[config.mk]
export PLATFORM = sky130hd
export DESIGN_NAME = dcse_front
export DESIGN_NICKNAME = d
export VERILOG_FILES = /design/src/rtl/dpf_compare_share_eval_defines.svh /design/src/rtl/dcse_pkg.sv /design/src/rtl/dcse_front.sv
export SDC_FILE = /design/constraint.sdc
export NUM_CORES = 1
export LEC_CHECK = 0
export BUFFER_PORTS_ARGS = -buffer_cell sky130_fd_sc_hd__buf_2
export CORE_MARGIN = 3
export CORE_UTILIZATION = 40
export DETAILED_ROUTE_END_ITERATION = 16
export MAX_ROUTING_LAYER = met4
export PLACE_DENSITY = 0.63
export SETUP_SLACK_MARGIN = 0.5
export SYNTH_ARGS = -nofsm -noshare
export SYNTH_HDL_FRONTEND = slang
export SYNTH_SLANG_ARGS = --single-unit
[constraint.sdc]
create_clock -name clk -period 18.1 [get_ports clk]
set_clock_uncertainty 0.2 [all_clocks]
set_input_delay 0.905 -clock clk [delete_from_list [all_inputs] [get_ports clk]]
set_output_delay 0.905 -clock clk [all_outputs]
set_load 0.02 [all_outputs]
[src/rtl/dpf_compare_share_eval_defines.svh]
// Assertion macros for the dpf_compare_share_eval RTL.
// No dependencies; included by modules that carry assertions.
`ifndef DPF_COMPARE_SHARE_EVAL_DEFINES_SVH
`define DPF_COMPARE_SHARE_EVAL_DEFINES_SVH

// Same-cycle implication, checked outside reset.
`define DCSE_ASSERT_NOW(lbl, ante, cons, msg) \
  lbl: assert property (@(posedge clk) disable iff (rst) (ante) |-> (cons)) else $error(msg);

// Next-cycle implication, checked outside reset.
`define DCSE_ASSERT_NEXT(lbl, ante, cons, msg) \
  lbl: assert property (@(posedge clk) disable iff (rst) (ante) |=> (cons)) else $error(msg);

`endif

[src/rtl/dcse_pkg.sv]
// Shared types, constants and AES-128 round functions for dpf_compare_share_eval.
// No dependencies.
package dcse_pkg;

  localparam int TdataInW  = 264;
  localparam int TdataOutW = 8;
  localparam logic [3:0] LastRound = 4'd10;

  typedef struct packed {
    logic [127:0] seed;
    logic [127:0] cw;
    logic         tcw_left;
    logic         tcw_right;
    logic         level_bit;
    logic         first_level;
    logic         last_level;
  } item_t;

  localparam logic [7:0] SBOX [256] = '{
    8'h63,8'h7c,8'h77,8'h7b,8'hf2,8'h6b,8'h6f,8'hc5,8'h30,8'h01,8'h67,8'h2b,8'hfe,8'hd7,8'hab,8'h76,
    8'hca,8'h82,8'hc9,8'h7d,8'hfa,8'h59,8'h47,8'hf0,8'had,8'hd4,8'ha2,8'haf,8'h9c,8'ha4,8'h72,8'hc0,
    8'hb7,8'hfd,8'h93,8'h26,8'h36,8'h3f,8'hf7,8'hcc,8'h34,8'ha5,8'he5,8'hf1,8'h71,8'hd8,8'h31,8'h15,
    8'h04,8'hc7,8'h23,8'hc3,8'h18,8'h96,8'h05,8'h9a,8'h07,8'h12,8'h80,8'he2,8'heb,8'h27,8'hb2,8'h75,
    8'h09,8'h83,8'h2c,8'h1a,8'h1b,8'h6e,8'h5a,8'ha0,8'h52,8'h3b,8'hd6,8'hb3,8'h29,8'he3,8'h2f,8'h84,
    8'h53,8'hd1,8'h00,8'hed,8'h20,8'hfc,8'hb1,8'h5b,8'h6a,8'hcb,8'hbe,8'h39,8'h4a,8'h4c,8'h58,8'hcf,
    8'hd0,8'hef,8'haa,8'hfb,8'h43,8'h4d,8'h33,8'h85,8'h45,8'hf9,8'h02,8'h7f,8'h50,8'h3c,8'h9f,8'ha8,
    8'h51,8'ha3,8'h40,8'h8f,8'h92,8'h9d,8'h38,8'hf5,8'hbc,8'hb6,8'hda,8'h21,8'h10,8'hff,8'hf3,8'hd2,
    8'hcd,8'h0c,8'h13,8'hec,8'h5f,8'h97,8'h44,8'h17,8'hc4,8'ha7,8'h7e,8'h3d,8'h64,8'h5d,8'h19,8'h73,
    8'h60,8'h81,8'h4f,8'hdc,8'h22,8'h2a,8'h90,8'h88,8'h46,8'hee,8'hb8,8'h14,8'hde,8'h5e,8'h0b,8'hdb,
    8'he0,8'h32,8'h3a,8'h0a,8'h49,8'h06,8'h24,8'h5c,8'hc2,8'hd3,8'hac,8'h62,8'h91,8'h95,8'he4,8'h79,
    8'he7,8'hc8,8'h37,8'h6d,8'h8d,8'hd5,8'h4e,8'ha9,8'h6c,8'h56,8'hf4,8'hea,8'h65,8'h7a,8'hae,8'h08,
    8'hba,8'h78,8'h25,8'h2e,8'h1c,8'ha6,8'hb4,8'hc6,8'he8,8'hdd,8'h74,8'h1f,8'h4b,8'hbd,8'h8b,8'h8a,
    8'h70,8'h3e,8'hb5,8'h66,8'h48,8'h03,8'hf6,8'h0e,8'h61,8'h35,8'h57,8'hb9,8'h86,8'hc1,8'h1d,8'h9e,
    8'he1,8'hf8,8'h98,8'h11,8'h69,8'hd9,8'h8e,8'h94,8'h9b,8'h1e,8'h87,8'he9,8'hce,8'h55,8'h28,8'hdf,
    8'h8c,8'ha1,8'h89,8'h0d,8'hbf,8'he6,8'h42,8'h68,8'h41,8'h99,8'h2d,8'h0f,8'hb0,8'h54,8'hbb,8'h16
  };

  function automatic logic [7:0] xtime(input logic [7:0] b);
    xtime = {b[6:0], 1'b0} ^ (b[7] ? 8'h1b : 8'h00);
  endfunction

  // SubBytes then ShiftRows; byte i of the block sits at bits [8i+7:8i].
  function automatic logic [127:0] sub_shift(input logic [127:0] s);
    logic [127:0] r;
    r = '0;
    for (int c = 0; c < 4; c++) begin
      for (int i = 0; i < 4; i++) begin
        r[8*(4*c+i) +: 8] = SBOX[s[8*(4*((c+i)%4)+i) +: 8]];
      end
    end
    return r;
  endfunction

  function automatic logic [127:0] mix_columns(input logic [127:0] s);
    logic [127:0] r;
    logic [7:0]   a0, a1, a2, a3, al;
    r = '0;
    for (int c = 0; c < 4; c++) begin
      a0 = s[32*c +: 8];
      a1 = s[32*c+8 +: 8];
      a2 = s[32*c+16 +: 8];
      a3 = s[32*c+24 +: 8];
      al = a0 ^ a1 ^ a2 ^ a3;
      r[32*c +: 8]    = a0 ^ al ^ xtime(a0 ^ a1);
      r[32*c+8 +: 8]  = a1 ^ al ^ xtime(a1 ^ a2);
      r[32*c+16 +: 8] = a2 ^ al ^ xtime(a2 ^ a3);
      r[32*c+24 +: 8] = a3 ^ al ^ xtime(a3 ^ a0);
    end
    return r;
  endfunction

  // One step of the AES-128 key schedule.
  function automatic logic [127:0] key_step(input logic [127:0] k, input logic [7:0] rcon);
    logic [31:0] t, w0, w1, w2, w3;
    t  = {SBOX[k[103:96]], SBOX[k[127:120]], SBOX[k[119:112]], SBOX[k[111:104]] ^ rcon};
    w0 = k[31:0] ^ t;
    w1 = k[63:32] ^ w0;
    w2 = k[95:64] ^ w1;
    w3 = k[127:96] ^ w2;
    return {w3, w2, w1, w0};
  endfunction

endpackage

[src/rtl/dcse_front.sv]
// Input side of dpf_compare_share_eval: unpacks stream items into a two-entry queue.
// Depends on dcse_pkg.
module dcse_front import dcse_pkg::*; (
  input  logic                 clk,
  input  logic                 rst,
  input  logic                 s_axis_tvalid,
  output logic                 s_axis_tready,
  input  logic [TdataInW-1:0]  s_axis_tdata,
  input  logic                 s_axis_tuser,
  input  logic                 s_axis_tlast,
  output logic                 q_valid,
  output item_t                q_item,
  input  logic                 q_pop
);

  item_t      mem [2];
  logic       wptr, rptr;
  logic [1:0] cnt;
  logic       push;
  item_t      in_item;

  always_comb begin
    in_item.seed        = {s_axis_tdata[63:0], s_axis_tdata[127:64]};
    in_item.cw          = {s_axis_tdata[191:128], s_axis_tdata[255:192]};
    in_item.tcw_left    = s_axis_tdata[256];
    in_item.tcw_right   = s_axis_tdata[257];
    in_item.level_bit   = s_axis_tdata[258];
    in_item.first_level = s_axis_tuser;
    in_item.last_level  = s_axis_tlast;
  end

  assign s_axis_tready = (cnt != 2'd2);
  assign push          = s_axis_tvalid && s_axis_tready;
  assign q_valid       = (cnt != 2'd0);
  assign q_item        = mem[rptr];

  always_ff @(posedge clk) begin
    if (push) begin
      mem[wptr] <= in_item;
    end
    if (rst) begin
      wptr <= 1'b0;
      rptr <= 1'b0;
      cnt  <= 2'd0;
    end else begin
      if (push) wptr <= ~wptr;
      if (q_pop) rptr <= ~rptr;
      cnt <= cnt + 2'(push) - 2'(q_pop);
    end
  end

endmodule

# Word level (Yosys, flattened, before mapping)
# Memory sizes are Yosys's and may differ from the RTL's. A register that Yosys moved wholly into a read port is not among the register bits.
# Cells that the tools add are included.
[word_totals]
elab_cells = 15
ram_bits = 522
regBits = 4
mem_bits_ro = 0
out_inout_bits = 263
in_bits = 270
latch_bits = 0
mem_count = 1
[op_classes]
multipliers = 0
magnitude_cmp = 0
div_mod_pow = 0
bitwise = 2
n_mux = 4
n_addsub = 2
n_eq_ne = 1
shifts = 0
n_reduce_logical = 2
[memory_table]
columns = ["name", "depth", "width", "rd", "rd_clocked_by_memory_dff", "wr", "line", "rtl"]
rows = [
  ["mem", 2, 261, 1, 1, 1, "dcse_front.sv:16", "item_t mem [2];"],
]
[ops]
columns = ["op", "n"]
rows = [
  ["$mux W1", 4],
  ["$add A2 B1 Y2", 1],
  ["$ne A2 B2 Y1 const B", 1],
  ["$not A1 Y1", 2],
  ["$reduce_bool A2 Y1", 1],
  ["$sub A2 B1 Y2", 1],
  ["$logic_and A1 B1 Y1", 1],
]

# Depth between registers and ports, before layout
# Gate-level depths: netlist of the first run.
[logic_depth]
word_depth = 4
mapped_depth = 7
ltp_nobuf = 7

# Worst setup path after synthesis of the first run
# OpenSTA, ideal clock, no wires.
[synth_path]
path_kind = "input to register"
startpoint = "input port s_axis_tvalid"
endpoint = "memory mem[1][0] (netlist bit), enable pin"
setup_ns = 0.657
slack_ns = 10.344
path_stages = 1
required_ns = 17.243
n_path_buf = 0
arrival_time_ns = 6.899
cell_sequence = "and3_1"
[synth_between]
elab_chain_cells = 3
[synth_lines]
columns = ["item", "line", "rtl"]
rows = [
  ["from (decl)", "dcse_front.sv:6", "input logic s_axis_tvalid,"],
  ["$logic_and A1 B1 Y1", "dcse_front.sv:33", "assign push = s_axis_tvalid && s_axis_tready;"],
  ["$mux W1", "dcse_front.sv:38", "if (push) begin"],
  ["$mux W1 (not written as such)", "dcse_front.sv:39", "mem[wptr] <= in_item;"],
  ["to (decl)", "dcse_front.sv:16", ""],
]
# Every way passes these cells.

==> flow_metrics.env, run 1 <==
export IMPL_rsz0062_at_grt="false"
export IMPL_clock_path_buffers=3
export IMPL_p_switching_w=0.000728
export IMPL_cap_violations=0
export IMPL_slew_viol_final=0
export IMPL_period_share_pct=27.9
export IMPL_crit_top_cell="buf_4"
export IMPL_cts_sinks=527
export IMPL_max_slew_margin_pct=26.9
export IMPL_fp_dieH_um=229
export IMPL_start_util_pct=40.6
export IMPL_vias=9861
export IMPL_routed_wl_um=42100
export IMPL_crit_required_ns=16.99
export IMPL_post_cts_resized=0
export IMPL_tightestPinTransition_ns=1.10
export IMPL_placedCellCount=2012
export IMPL_area_growth_pct=25.1
export IMPL_crit_buf_inv=3
export IMPL_layout_drive_gt1_share_pct=60.4
export IMPL_ys_flop_type="edfxtp_1"
export IMPL_fmax_mhz=198
export IMPL_core_area_sq_um=49000
export IMPL_io_pins=533
export IMPL_nets=1674
export IMPL_pwr_share_seq_pct=49.9
export IMPL_worstSkewPairLatency_ns=0.58
export IMPL_async_reset_ff_share_pct=0
export IMPL_setup_tns_ns=0
export IMPL_wl_per_cell_um=19.8
export IMPL_cp_start_kind="register"
export IMPL_power_internal_w=0.00226
export IMPL_status="completed"
export IMPL_cp_cell_sequence="buf_4 > buf_4 > mux2_4 > buf_2"
export IMPL_vias_per_cell=4.64
export IMPL_critPathKind="reg -> out"
export IMPL_drc=0
export IMPL_hp_class="in -> reg"
export IMPL_detail_route_first_pass_iterations=4
export IMPL_ctsRootBufferMaster="clkbuf_16"
export IMPL_ir_drop_mv=0.0832
export IMPL_synth_seq_cells=527
export IMPL_cts_tree="yes"
export IMPL_fin_ws_ns=13.06
export IMPL_cpMaxStageDelayCell="buf_4"
export IMPL_syn_nets=1112
export IMPL_drt_initial_drc_count=442
export IMPL_critPathMaxStageDelay_ns=0.97
export IMPL_p_leak_nw=9.61
export IMPL_fin_cells=2124
export IMPL_power_switching_share_pct=24.3
export IMPL_numCtsBuffers=53
export IMPL_gp_congestion=0.794
export IMPL_yosys_warnings=0
export IMPL_grt_max_degree=121
export IMPL_post_cts_buffers=0
export IMPL_h_tree_depth=2
export IMPL_finalHoldViolCount=0
export IMPL_power_density_nw_per_um2=120
export IMPL_grt_antenna_before_repair=15
export IMPL_clk_pin_slew_ns=0.06
export IMPL_p_comb_share_pct=15.3
export IMPL_grt_pass1_wl_um=63100
export IMPL_setup_viol=0
export IMPL_critPathArrivalTime_ns=3.94
export IMPL_drtAntennaViolNets=0
export IMPL_placementRows=81
export IMPL_cp_top_family="buffers and inverters"
export IMPL_syn_inst=841
export IMPL_groute_usage_overall_pct=16.3
export IMPL_synth_area_sq_um=19900
export IMPL_synth_area_per_cell_sq_um=23.6
export IMPL_synth_seq_area_share_pct=79.4
export IMPL_synth_edf_count=522
export IMPL_fin_hold_ws_ns=0.313
export IMPL_detailed_place_hpwl_um=28400
export IMPL_pre_cts_slack_ns=13.57
export IMPL_post_route_min_period_ns=5.04
export IMPL_synthDistinctLibCells=23
export IMPL_cp_end_kind="primary output"
export IMPL_crit_fanout=58
export IMPL_die_area_sq_um=52400
export IMPL_io_buffers=527
export IMPL_dieWidth_um=229
export IMPL_clockPowerShare_pct=34.9
export IMPL_grt_overflow_total=0
export IMPL_cts_hold_buf=0
export IMPL_grt_pass1_vias=10644
## cells by family after synthesis
logic type,count (synthesis),synth area share (%)
compound gates,4,0.158
simple gates,13,0.397
mux,261,18.4
xor+xnor,2,0.0882
flops,527,79.4
buf+inv,33,1.47
fa+ha+maj,1,0.0630
## worst register-to-register path, cell delays in order, from the launching register on
cell and delay, ns:
dfxtp_1 0.36, nand2b_1 0.21, and3_4 0.69, buf_4 0.90
buf_4 1.06
## path summary, 6_finish.rpt
path	end	start	depth (start not counted)	slack, ns
setup reg to reg	mem[1][163]	cnt[0]	4	14.23
hold / removal	mem[0][16]	s_axis_tdata[203]	1	0.31
setup / recovery	q_item[92]	register	4	13.06
hold reg to reg	register	rptr	2	0.32
## registers in the layout, indices dropped and copies added (netlist names), named ones only
signal,cells
cnt,2
mem,522
rptr,1
wptr,1
## Yosys cell counts, drive strengths merged (2+ instances only)
library cell,instances,area share [%]
edfxtp,522,79
mux2,261,18
inv,4,0.076
buf,29,1.4
nor2,3,0.057
dfxtp,5,0.50
xnor2,2,0.088
nand4,2,0.063
## layout by cell type, fill, tap and decap left out, drive strengths merged, types with 3 or more instances in the layout
cell / Yosys / routed
buf: 29 / 536
edfxtp: 522 / 522
mux2: 261 / 261
clkbuf: 0 / 68
clkinv: 0 / 24
diode: 0 / 15
dfxtp: 5 / 5
inv: 4 / 5
bufinv: 0 / 4
nor2: 3 / 3
## routing by layer
metal	routed length, um	global-route usage, %
met2	21900	27.6
met1	15500	17.8
met5	0	-
met3	3150	4.97
met4	1520	7.00
## through the flow
| step | utilization, % | instance area, sq um | total power (W) |
|---|---|---|---|
| floorplan | - | 19900 | 0.00185 |
| global placement | 47.3 | 23100 | 0.00197 |
| detailed placement | 47.3 | 23100 | 0.00198 |
| CTS | 50.7 | 24800 | 0.00304 |
| global route | 50.7 | 24800 | 0.00312 |
| finish | 50.7 | 24800 | 0.00299 |
## power groups by stage
stage | combinational [W] | sequential, W | clock [W]
floorplan | 0.000312 | 0.00153 | 0
global placement | 0.000461 | 0.00151 | 0
detailed placement | 0.000464 | 0.00152 | 0
CTS | 0.000466 | 0.00149 | 0.00108
global route | 0.000486 | 0.00150 | 0.00113
finish | 0.000456 | 0.00149 | 0.00104
## cell type report
type,instances,area [sq um]
clock inverter,29,244
tap,664,831
inverter,4,22.5
sequential,527,15800
clock buffer,68,1430
fill,4029,24100
multi-input combinational,281,3800
antenna,15,37.5
timing repair buffer,536,2710
Note: power is estimated with default switching activity, not from simulation.
==> inputs of run 2 (changes only) <==
--- a/config.mk
+++ b/config.mk
@@ -10,7 +10,7 @@
 export CORE_UTILIZATION = 40
 export DETAILED_ROUTE_END_ITERATION = 16
 export MAX_ROUTING_LAYER = met4
-export PLACE_DENSITY = 0.63
+export PLACE_DENSITY = 0.66
 export SETUP_SLACK_MARGIN = 0.5
 export SYNTH_ARGS = -nofsm -noshare
 export SYNTH_HDL_FRONTEND = slang
==> constraint.sdc (replaced) <==
create_clock -name clk -period 4.3 [get_ports clk]
set_clock_uncertainty 0.2 [all_clocks]
set_input_delay 0.215 -clock clk [delete_from_list [all_inputs] [get_ports clk]]
set_output_delay 0.215 -clock clk [all_outputs]
set_load 0.02 [all_outputs]
==> flow_metrics.env, run 2 (synthesis results as in run 1) <==
export IMPL_cts_tree="yes"
export IMPL_rsz0062_at_grt="false"
export IMPL_holdPathEnd="mem[1][62]"
export IMPL_finalHoldViolCount=0
export IMPL_drc=0
export IMPL_hp_class="in -> reg"
export IMPL_post_cts_resized=0
export IMPL_clk_pin_slew_ns=0.06
export IMPL_core_area_sq_um=49000
export IMPL_placedCellCount=2020
export IMPL_fmax_mhz=347
export IMPL_clockPowerShare_pct=34.0
export IMPL_critPathArrivalTime_ns=2.47
export IMPL_critPathKind="reg -> out"
export IMPL_power_switching_share_pct=24.6
export IMPL_fin_hold_ws_ns=0.151
export IMPL_drtAntennaViolNets=0
export IMPL_cpMaxStageDelayCell="dfxtp_4"
export IMPL_post_cts_buffers=0
export IMPL_power_density_nw_per_um2=464
export IMPL_io_pins=533
export IMPL_worst_r2r_setup_slack_ns=1.73
export IMPL_ctsRootBufferMaster="clkbuf_16"
export IMPL_drt_initial_drc_count=477
export IMPL_area_growth_pct=39.1
export IMPL_regArea_sq_um=15800
export IMPL_critPathMaxStageDelay_ns=0.66
export IMPL_cp_start_kind="register"
export IMPL_dieWidth_um=229
export IMPL_start_util_pct=40.6
export IMPL_cts_sinks=527
export IMPL_cp_end_kind="primary output"
export IMPL_fp_dieH_um=229
export IMPL_grt_antenna_before_repair=3
export IMPL_period_share_pct=67.1
export IMPL_final_cell_mix="buf_2, edfxtp_1, dlygate4sd3_1"
export IMPL_fillers=3706
export IMPL_cp_cell_sequence="buf_12 > mux2_4 > buf_2"
export IMPL_wl_per_cell_um=18.9
export IMPL_groute_usage_overall_pct=17.3
export IMPL_placementRows=81
export IMPL_ir_drop_mv=0.400
export IMPL_r2r_start="cnt[0]"
export IMPL_h_tree_depth=2
export IMPL_grt_pass1_vias=12143
export IMPL_slew_viol_final=0
export IMPL_p_switching_w=0.00316
export IMPL_io_buffers=527
export IMPL_nets=1949
export IMPL_tightestPinTransition_ns=1.00
export IMPL_min_path_cells=2
export IMPL_status="completed"
export IMPL_routed_wl_um=45000
export IMPL_p_leak_nw=10.8
export IMPL_crit_required_ns=3.88
export IMPL_vias=11007
export IMPL_gp_congestion=0.776
export IMPL_numCtsBuffers=54
export IMPL_r2r_end="mem[0][198]"
export IMPL_largestRegisters="mem x522, cnt x2"
export IMPL_postLayoutCellArea_sq_um=27600
export IMPL_clock_path_buffers=3
export IMPL_detailed_place_hpwl_um=28400
export IMPL_max_slew_margin_pct=33.1
export IMPL_dpl_instance_area_sq_um=23300
export IMPL_post_route_min_period_ns=2.88
export IMPL_detail_route_first_pass_iterations=4
export IMPL_worstSkewPairLatency_ns=0.57
export IMPL_layout_drive_gt1_share_pct=51.2
export IMPL_worstHoldStart="s_axis_tdata[249]"
export IMPL_setup_viol=0
export IMPL_fin_util_pct=56.4
export IMPL_multi_input_area_sq_um=3800
export IMPL_largest_reg_flops=522
export IMPL_p_total_w=0.0128
export IMPL_die_area_sq_um=52400
export IMPL_pwr_share_seq_pct=48.9
export IMPL_crit_fanout=86
export IMPL_vias_per_cell=4.61
export IMPL_cts_hold_buf=266
export IMPL_fin_cells=2387
export IMPL_largest_register="mem"
export IMPL_grt_overflow_total=0
export IMPL_grt_max_degree=87
export IMPL_cap_violations=0
export IMPL_power_internal_w=0.00966
export IMPL_p_comb_share_pct=17.1
export IMPL_grt_pass1_wl_um=68500
export IMPL_worstRegToRegCells=4
export IMPL_final_common_cell="buf_2"
-- run 2: changes by cell type in the layout (fill, tap and decap cells not counted), moves of 3 or more --
cell	delta
dlygate4sd3_1	+266
diode_2	-11
clkinv_2	-3
buf_12	+9
clkinvlp_4	+3
clkinv_4	-3
clkbuf_1	+4
-- run 2: how the worst max path moves through the flow --
| stage | start | to | depth (start not counted) |
|---|---|---|---|
| after detailed placement | cnt[0] | mem[0][222] | 4 |
| after global placement | cnt[0] | mem[0][226] | 4 |
| after floorplan | cnt[0] | mem[0][0] | 3 |
| final | register | q_item[140] | 3 |
| after global routing | register | q_item[140] | 3 |
| after CTS | register | q_item[20] | 3 |
-- run 2: power groups by stage --
stage | Clock [W] | Combinational [W] | Sequential (W)
floorplan | 0 | 0.00131 | 0.00641
global placement | 0 | 0.00198 | 0.00635
detailed placement | 0 | 0.00200 | 0.00638
CTS | 0.00450 | 0.00221 | 0.00627
global route | 0.00469 | 0.00231 | 0.00631
finish | 0.00436 | 0.00219 | 0.00627
-- run 2: area by class of cell --
class,count,area share (%)
flip-flops and latches,527,57.1
repair buffers,810,20.1
multi-input cells,281,13.8
clock buffers,72,5.21
well taps,664,3.01
clock inverters,25,0.711
inverters,4,0.0679
diodes,4,0.0362
-- run 2: critical path: cells and delay by family, from the launching register on --
kind | cells | cell delay, ns
flip-flops | 1 | 0.66
buffers and inverters | 2 | 0.66
multiplexers | 1 | 0.37
-- run 2: per-stage QoR --
stage / setup slack (ns) / TNS (ns)
after global placement: 1.72 / 0
after CTS: 1.36 / 0
after detailed placement: 1.66 / 0
after floorplan: -0.839 / -231.16
after global routing: 1.30 / 0
final: 1.42 / 0
-- run 2: routing by layer --
metal | vias up | share of wire [%] | GRT usage (%) | wire (um)
met5 | - | 0 | - | 0
met4 | 0 | 3.7 | 7.43 | 1670
met3 | 105 | 6.2 | 4.30 | 2790
met2 | 373 | 52 | 29.7 | 23500
met1 | 5475 | 38 | 19.2 | 17000
li1 | 5054 | - | - | -
==> inputs of run 3 (changes only) <==
==> constraint.sdc (replaced) <==
create_clock -name clk -period 2.5 [get_ports clk]
set_clock_uncertainty 0.2 [all_clocks]
set_input_delay 0.125 -clock clk [delete_from_list [all_inputs] [get_ports clk]]
set_output_delay 0.125 -clock clk [all_outputs]
set_load 0.02 [all_outputs]
==> flow_metrics.env, run 3 (synthesis results as in run 1) <==
export IMPL_drc=0
export IMPL_cpMaxStageDelayCell="dfxtp_4"
export IMPL_grt_pass1_wl_um=71600
export IMPL_crit_end="q_item[235]"
export IMPL_die_area_sq_um=52400
export IMPL_area_growth_pct=47.7
export IMPL_cp_cell_sequence="buf_16 > buf_12 > buf_16 > mux2_4 > buf_2"
export IMPL_largest_register="mem"
export IMPL_p_leak_nw=11.6
export IMPL_power_density_nw_per_um2=780
export IMPL_routed_wl_um=50400
export IMPL_start_util_pct=40.6
export IMPL_crit_required_ns=2.17
export IMPL_cp_top_family="buffers and inverters"
export IMPL_r2r_start="cnt[0]"
export IMPL_grt_max_degree=44
export IMPL_power_internal_w=0.0172
export IMPL_max_slew_margin_pct=74.6
export IMPL_nets=2005
export IMPL_io_pins=533
export IMPL_fillers=3463
export IMPL_io_buffers=527
export IMPL_final_cell_mix="edfxtp_1, buf_2, dlygate4sd3_1"
export IMPL_p_comb_share_pct=19.8
export IMPL_ir_drop_mv=0.609
export IMPL_cts_sinks=527
export IMPL_finalHoldViolCount=0
export IMPL_clockPowerShare_pct=33.1
export IMPL_r2r_end="cnt[0]"
export IMPL_worstRegToRegCells=6
export IMPL_vias=11445
export IMPL_slew_viol_final=0
export IMPL_ctsRootBufferMaster="clkbuf_16"
export IMPL_status="completed"
export IMPL_cp_depth=5
export IMPL_setup_viol=0
export IMPL_layout_drive_gt1_share_pct=53.2
export IMPL_grt_overflow_total=0
export IMPL_rsz0062_at_grt="true"
export IMPL_p_total_w=0.0229
export IMPL_numCtsBuffers=54
export IMPL_p_switching_w=0.00572
export IMPL_placementRows=81
export IMPL_worstSkewPairLatency_ns=0.58
export IMPL_vias_per_cell=4.69
export IMPL_clk_pin_slew_ns=0.06
export IMPL_crit_buf_inv=4
export IMPL_final_common_cell="edfxtp_1"
export IMPL_gp_congestion=0.790
export IMPL_post_route_min_period_ns=2.27
export IMPL_dieWidth_um=229
export IMPL_core_area_sq_um=49000
export IMPL_drtAntennaViolNets=0
export IMPL_grt_pass1_vias=12290
export IMPL_crit_top_cell="buf_16"
export IMPL_cp_start_kind="register"
export IMPL_detailed_place_hpwl_um=29800
export IMPL_setup_tns_ns=0
export IMPL_detail_route_first_pass_iterations=4
export IMPL_clock_path_buffers=3
export IMPL_grt_antenna_before_repair=1
export IMPL_wl_per_cell_um=20.7
export IMPL_drt_initial_drc_count=548
export IMPL_fp_dieH_um=229
export IMPL_critPathArrivalTime_ns=1.95
export IMPL_worst_r2r_setup_slack_ns=0.58
export IMPL_period_share_pct=90.9
export IMPL_critPathKind="reg -> out"
export IMPL_cts_tree="yes"
export IMPL_h_tree_depth=2
export IMPL_critPathMaxStageDelay_ns=0.40
export IMPL_hp_class="in -> reg"
export IMPL_cap_violations=0
export IMPL_tightestPinTransition_ns=0.371
export IMPL_crit_fanout=9
export IMPL_power_switching_share_pct=25.0
export IMPL_largestRegisters="mem x522, cnt x2"
export IMPL_fmax_mhz=440
export IMPL_pwr_share_seq_pct=47.1
export IMPL_cp_end_kind="primary output"
export IMPL_groute_usage_overall_pct=18.1
export IMPL_largest_reg_flops=522
## run 3: area by class of cell
type	instances	area, sq um	area share (%)
clock buffer	64	1410	4.81
antenna	1	2.50	0.00853
tap	664	831	2.83
multi-input combinational	281	3880	13.2
inverter	4	18.8	0.0640
clock inverter	32	240	0.819
sequential	527	15800	53.8
timing repair buffer	866	7180	24.5
## run 3: routing by layer
layer,share of wire (%),up-vias,global-route usage (%)
met5,0,-,-
met2,53,405,31.4
li1,-,5166,-
met3,5.8,113,4.26
met4,3.4,0,7.16
met1,38,5761,20.3
## run 3: worst min path at each step
stage               cells past startpoint               from          end  slack, ns
global route                            2  s_axis_tdata[244]   mem[1][57]       0.04
CTS                                     2   s_axis_tdata[81]  mem[0][150]       0.02
finish                                  2  s_axis_tdata[100]  mem[0][169]       0.06
detailed placement                      1  s_axis_tdata[217]   mem[0][30]       0.12
floorplan                               1                rst       cnt[0]      -0.01
global placement                        1   s_axis_tdata[51]  mem[1][248]       0.11
## run 3: power groups by stage
stage | sequential (W) | clock [W] | combinational (W)
floorplan | 0.0110 | 0 | 0.00226
global placement | 0.0109 | 0 | 0.00349
detailed placement | 0.0109 | 0 | 0.00352
CTS | 0.0108 | 0.00771 | 0.00408
global route | 0.0108 | 0.00808 | 0.00476
finish | 0.0108 | 0.00757 | 0.00454
## run 3: through the flow
stage	instances	setup WS (ns)	hold slack, ns	utilization, %	instance area (sq um)
after floorplan	841	-2.64	-0.0108	-	19900
after global placement	2039	0.606	0.112	48.1	23600
after detailed placement	2039	0.586	0.116	48.1	23600
after CTS	2416	0.194	0.0157	57.8	28300
after global routing	2439	0.157	0.0387	59.9	29300
final	2439	0.229	0.0564	59.9	29300
## run 3: repair_timing
| action | in CTS | in global routing |
|---|---|---|
| hold buffers | 266 | 0 |
| gates resized for setup | 27 | 213 |
| setup endpoints to repair | 261 | 286 |
| endpoints found under the hold margin | 532 | 0 |
| gates cloned | 10 | 14 |
| setup buffers | 5 | 8 |
